==> config.mk <==
export PLATFORM = sky130hd
export DESIGN_NAME = ntwa_ram
export DESIGN_NICKNAME = d
export VERILOG_FILES = /design/src/ntwa_ram.sv
export SDC_FILE = /design/constraint.sdc
export NUM_CORES = 1
export LEC_CHECK = 0
export ABC_AREA = 1
export BUFFER_PORTS_ARGS = -buffer_cell sky130_fd_sc_hd__buf_2
export CAP_MARGIN = 30
export CORE_MARGIN = 3
export CORE_UTILIZATION = 50
export CTS_BUF_LIST = sky130_fd_sc_hd__clkbuf_4
export DETAILED_ROUTE_END_ITERATION = 8
export PLACE_DENSITY = 0.67
export SETUP_SLACK_MARGIN = 0.5
export SYNTH_ARGS = -nofsm -noshare
export SYNTH_HDL_FRONTEND = slang
export SYNTH_SLANG_ARGS = --single-unit
==> constraint.sdc <==
create_clock -name clk -period 1.53 [get_ports clk]
set_input_delay 0.459 -clock clk [delete_from_list [all_inputs] [get_ports clk]]
set_output_delay 0.459 -clock clk [all_outputs]
set_load 0.05 [all_outputs]
==> src/ntwa_ram.sv <==
`default_nettype none
module ntwa_ram #(
	parameter int unsigned Width = 8,
	parameter int unsigned Depth = 16
) (
	input  wire logic                     clk,
	input  wire logic                     we,
	input  wire logic [$clog2(Depth)-1:0] waddr,
	input  wire logic [Width-1:0]         wdata,
	input  wire logic [$clog2(Depth)-1:0] raddr,
	output      logic [Width-1:0]         rdata
);

	logic [Width-1:0] mem [Depth];

	always_ff @(posedge clk) begin
		if (we) begin
			mem[waddr] <= wdata;
		end
		rdata <= mem[raddr];
	end

endmodule
`default_nettype wire

### Yosys cells after proc, flatten, opt, wreduce, memory -nomap -nowiden

Memory sizes are Yosys's and may differ from the RTL's. A register that Yosys moved wholly into a read port is not among the register bits.
Index checks and enable logic that the tools add are counted.
W data, S select, Z words.

| storage, ports and cells | value |
|---|---|
| flip-flop bits (word level) | 0 |
| memory bits (writable) | 128 |
| input bits | 18 |
| output and inout port bits | 8 |
| logic and storage cells | 3 |
| memories kept | 1 |

Memories:

| name | words | width | read ports | clocked after memory_dff | wr ports | line | RTL |
|---|---|---|---|---|---|---|---|
| mem | 16 | 8 | 1 | 1 | 1 | 14 | `logic [Width-1:0] mem [Depth];` |

| operators by class | value |
|---|---|
| mux-type cells | 2 |

Operator list:

| kind | number |
|---|---|
| $mux W1 | 2 |

### Logic depth before layout (Yosys ltp)

| logic depth | value |
|---|---|
| word-level depth | 2 |
| gate-level depth with buffers | 8 |
| gate-level depth less buffers | 7 |

### Least setup slack after synthesis

No wires, ideal clock.

| timing path | value |
|---|---|
| path kind | input port to flip-flop |
| from | input waddr[2] |
| to | memory mem[10][0] (enable) |
| library setup time | 370 ps |
| arrival time | 1040 ps |
| required time | 1160 ps |
| path slack | 120 ps |
| cell stages on the path | 2 |
| path buffers | 0 |
| cells stage by stage | nand3b_1 > nor2_1 |

RTL lines:

| what | line | RTL |
|---|---|---|
| start: declaration | 8 | `input wire logic [$clog2(Depth)-1:0] waddr,` |
| end: declaration | 14 |  |

Straight into the memory's write port.

### Final worst setup path

| timing path | value |
|---|---|
| from | register rdata[5], read port of mem |
| to | output rdata[5] |

RTL lines:

| what | line | RTL |
|---|---|---|
| start: declaration | 11 | `output logic [Width-1:0] rdata` |

No word-level cell between the ends.

==> impl_metrics.env <==
export IMPL_tightestPinTransition_ps=431
export IMPL_crit_chain="buf_8"
export IMPL_yosysWarningCount=0
export IMPL_powerDensity_nw_per_um2=1020
export IMPL_total_leakage_power_nw=2.82
export IMPL_drive_above_1_share_pct=21.7
export IMPL_avgSynthCellArea_sq_um=10.5
export IMPL_period_minus_slack_ps=1470
export IMPL_synth_common_cells="173 x nand2_1, 128 x edfxtp_1, 100 x inv_1"
export IMPL_utilization_pct=59.9
export IMPL_antenna_left=0
export IMPL_critPathLaunchType="register"
export IMPL_period_share_pct=96.4
export IMPL_ys_seq_elements=136
export IMPL_setup_tns_ps=0
export IMPL_ctsHtreeMaxLevel=4
export IMPL_die_w_um=113
export IMPL_cts_hold_buf=0
export IMPL_num_rows=38
export IMPL_first_pass_iters=5
export IMPL_critical_path_top_delay_family="flip-flops"
export IMPL_post_drt_wl_per_cell_um=16.3
export IMPL_cp_data_arrival_time_ps=1020
export IMPL_finalHoldViolations=0
export IMPL_overflow=0
export IMPL_synth_cell_type_count=12
export IMPL_layout_nets=610
export IMPL_crit_type="register to output pin"
export IMPL_cp_required_ps=1070
export IMPL_crit_fanout=1
export IMPL_synth_area_leaders="edfxtp_1 67%, nand2_1 11%, nand3_1 8.4%, inv_1 6.5%, dfxtp_1 2.8%"
export IMPL_timing_critical_path_buf_inv=1
export IMPL_gp_congestion=0.788
export IMPL_seq_area_frac_synth_pct=69.4
export IMPL_slowest_delay_ps=360
export IMPL_peakVddDrop_mv=0.428
export IMPL_dieArea_sq_um=12900
export IMPL_syn_instance_count=551
export IMPL_place_hpwl_um=8040
export IMPL_hold_class="primary input to register"
export IMPL_die_y_um=113
export IMPL_switchingPower_mw=1.70
export IMPL_grt_antenna_before_repair=0
export IMPL_p_int_mw=5.02
export IMPL_boundaryPins=26
export IMPL_p_comb_share_pct=10.3
export IMPL_status="complete, no violations"
export IMPL_syn_area_sq_um=5770
export IMPL_synth_edf_count=128
export IMPL_cts_setup_buffers=0
export IMPL_grt_use_total_pct=20.2
export IMPL_grt_pass1_vias=3726
export IMPL_path_clk_slew_ps=110
export IMPL_syn_nets=569
export IMPL_syn2layout_area_growth_pct=14.6
export IMPL_slew_headroom_pct=71.3
export IMPL_p_sw_share_pct=25.3
export IMPL_post_synth_top_count_cell="nand2_1"
export IMPL_start_util_pct=52.3
export IMPL_cts_root_buffer="clkbuf_4"
export IMPL_drtIter0Drc=280
export IMPL_crit_path_top_delay_cell="dfxtp_2"
export IMPL_critPathCaptureType="output pin"
export IMPL_synth_top_area_share_pct=66.7
export IMPL_io_buffer_count=25
export IMPL_synthArstFlopShare_pct=0
export IMPL_pwr_share_clk_pct=27.3
export IMPL_cts_buffers=17
export IMPL_report_final_slew_viol_count=0
export IMPL_setup_viol=0
export IMPL_antenna_cells=0
export IMPL_core_sq_um=11000
export IMPL_via_per_inst=5.05
export IMPL_drc=0
export IMPL_clk_latency_ps=520
export IMPL_skew_ps=16.0
export IMPL_num_vias=3753
export IMPL_wl_um=12100
export IMPL_seqPwrFrac_pct=62.5
export IMPL_cts_tree="done"
export IMPL_grt_max_degree=42
export IMPL_maxCapViolations=0
export IMPL_grt_pass1_wl_um=19300
export IMPL_clock_path_buffers=2
export IMPL_rsz0062_at_grt="yes"
export IMPL_synth_flop_cell="edfxtp_1"
export IMPL_cts_sinks=136
export IMPL_yosysTopAreaCell="edfxtp_1"
export IMPL_max_clock_freq_ghz=0.678
## power by group through the flow
stage	Combinational [mW]	Clock (mW)	Sequential [mW]
floorplan	0.354	0	4.35
finish	0.689	1.83	4.20
global placement	0.634	0	4.27
detailed placement	0.643	0	4.27
CTS	0.688	1.88	4.20
global route	0.756	2.06	4.20
## timing repair
item | 4_1_cts | 5_1_grt
endpoints found under the setup margin | 8 | 13
pin swaps | 0 | 4
cloned | 0 | 0
gates resized for setup | 22 | 9
## routing by layer
metal | wire length [um] | GRT usage (%)
met1 | 5160 | 25.9
met2 | 6090 | 33.3
met3 | 614 | 5.31
met4 | 258 | 7.69
met5 | 0 | 0
## cells by family (layout without fill, tap and decap cells)
| family | Yosys count | after routing | share of synthesized area [%] |
|---|---|---|---|
| and+or+nand+nor | 289 | 289 | 21.0 |
| DFF | 136 | 136 | 69.4 |
| buffers and inverters | 126 | 178 | 9.52 |
## sequential cells by signal, summed over array words and instances, names as in the netlist
| register | flops |
|---|---|
| mem | 128 |
| rdata | 8 |
## cells in the final DEF (no fill, tap or decap), types with 4 or more instances in the layout
master / instances
buf_4: 17
clkinv_2: 6
nand2_1: 154
nor2_4: 9
nand3_1: 89
nand2_2: 15
inv_1: 97
edfxtp_1: 128
nor2_2: 8
buf_8: 6
nand2_4: 4
buf_12: 4
clkbuf_4: 19
buf_2: 17
dfxtp_2: 8
nand3_2: 7
inv_4: 5
## path summary, 6_finish.rpt
path | start | endpoint | slack, ps | cells past startpoint
worst max-delay path | rdata[5] | rdata[5] | 60 | 1
worst min-delay path | raddr[3] | rdata[2] | 230 | 3
worst max register to register | mem[5][5] | rdata[5] | 560 | 6
worst min register to register | mem[14][0] | rdata[0] | 690 | 6
## final cells by class
type | count | area (sq um)
Tap cell | 140 | 175
Multi-Input combinational cell | 289 | 1420
Clock inverter | 11 | 61.3
Clock buffer | 19 | 143
Fill cell | 906 | 4420
Timing Repair Buffer | 46 | 405
Inverter | 102 | 395
Sequential cell | 136 | 4010
## per-stage QoR
stage	area [sq um]	hold WS, ps	instances	worst slack, ps	power [mW]
after floorplan	6040	558	551	197	4.71
after global placement	6290	663	713	28.1	4.91
after detailed placement	6290	673	713	4.89	4.92
after CTS	6570	176	743	1.66	6.76
after global routing	6610	178	743	-24.4	7.02
final	6610	226	743	55.3	6.72
## worst register-to-register path: stages (launching register included)
cell and delay (ps):
edfxtp_1 390, inv_1 80, nand2_1 50, nand3_1 90
nand3_1 70, nand3_1 130, nand2_1 60
(Power assumes the default switching activity.)
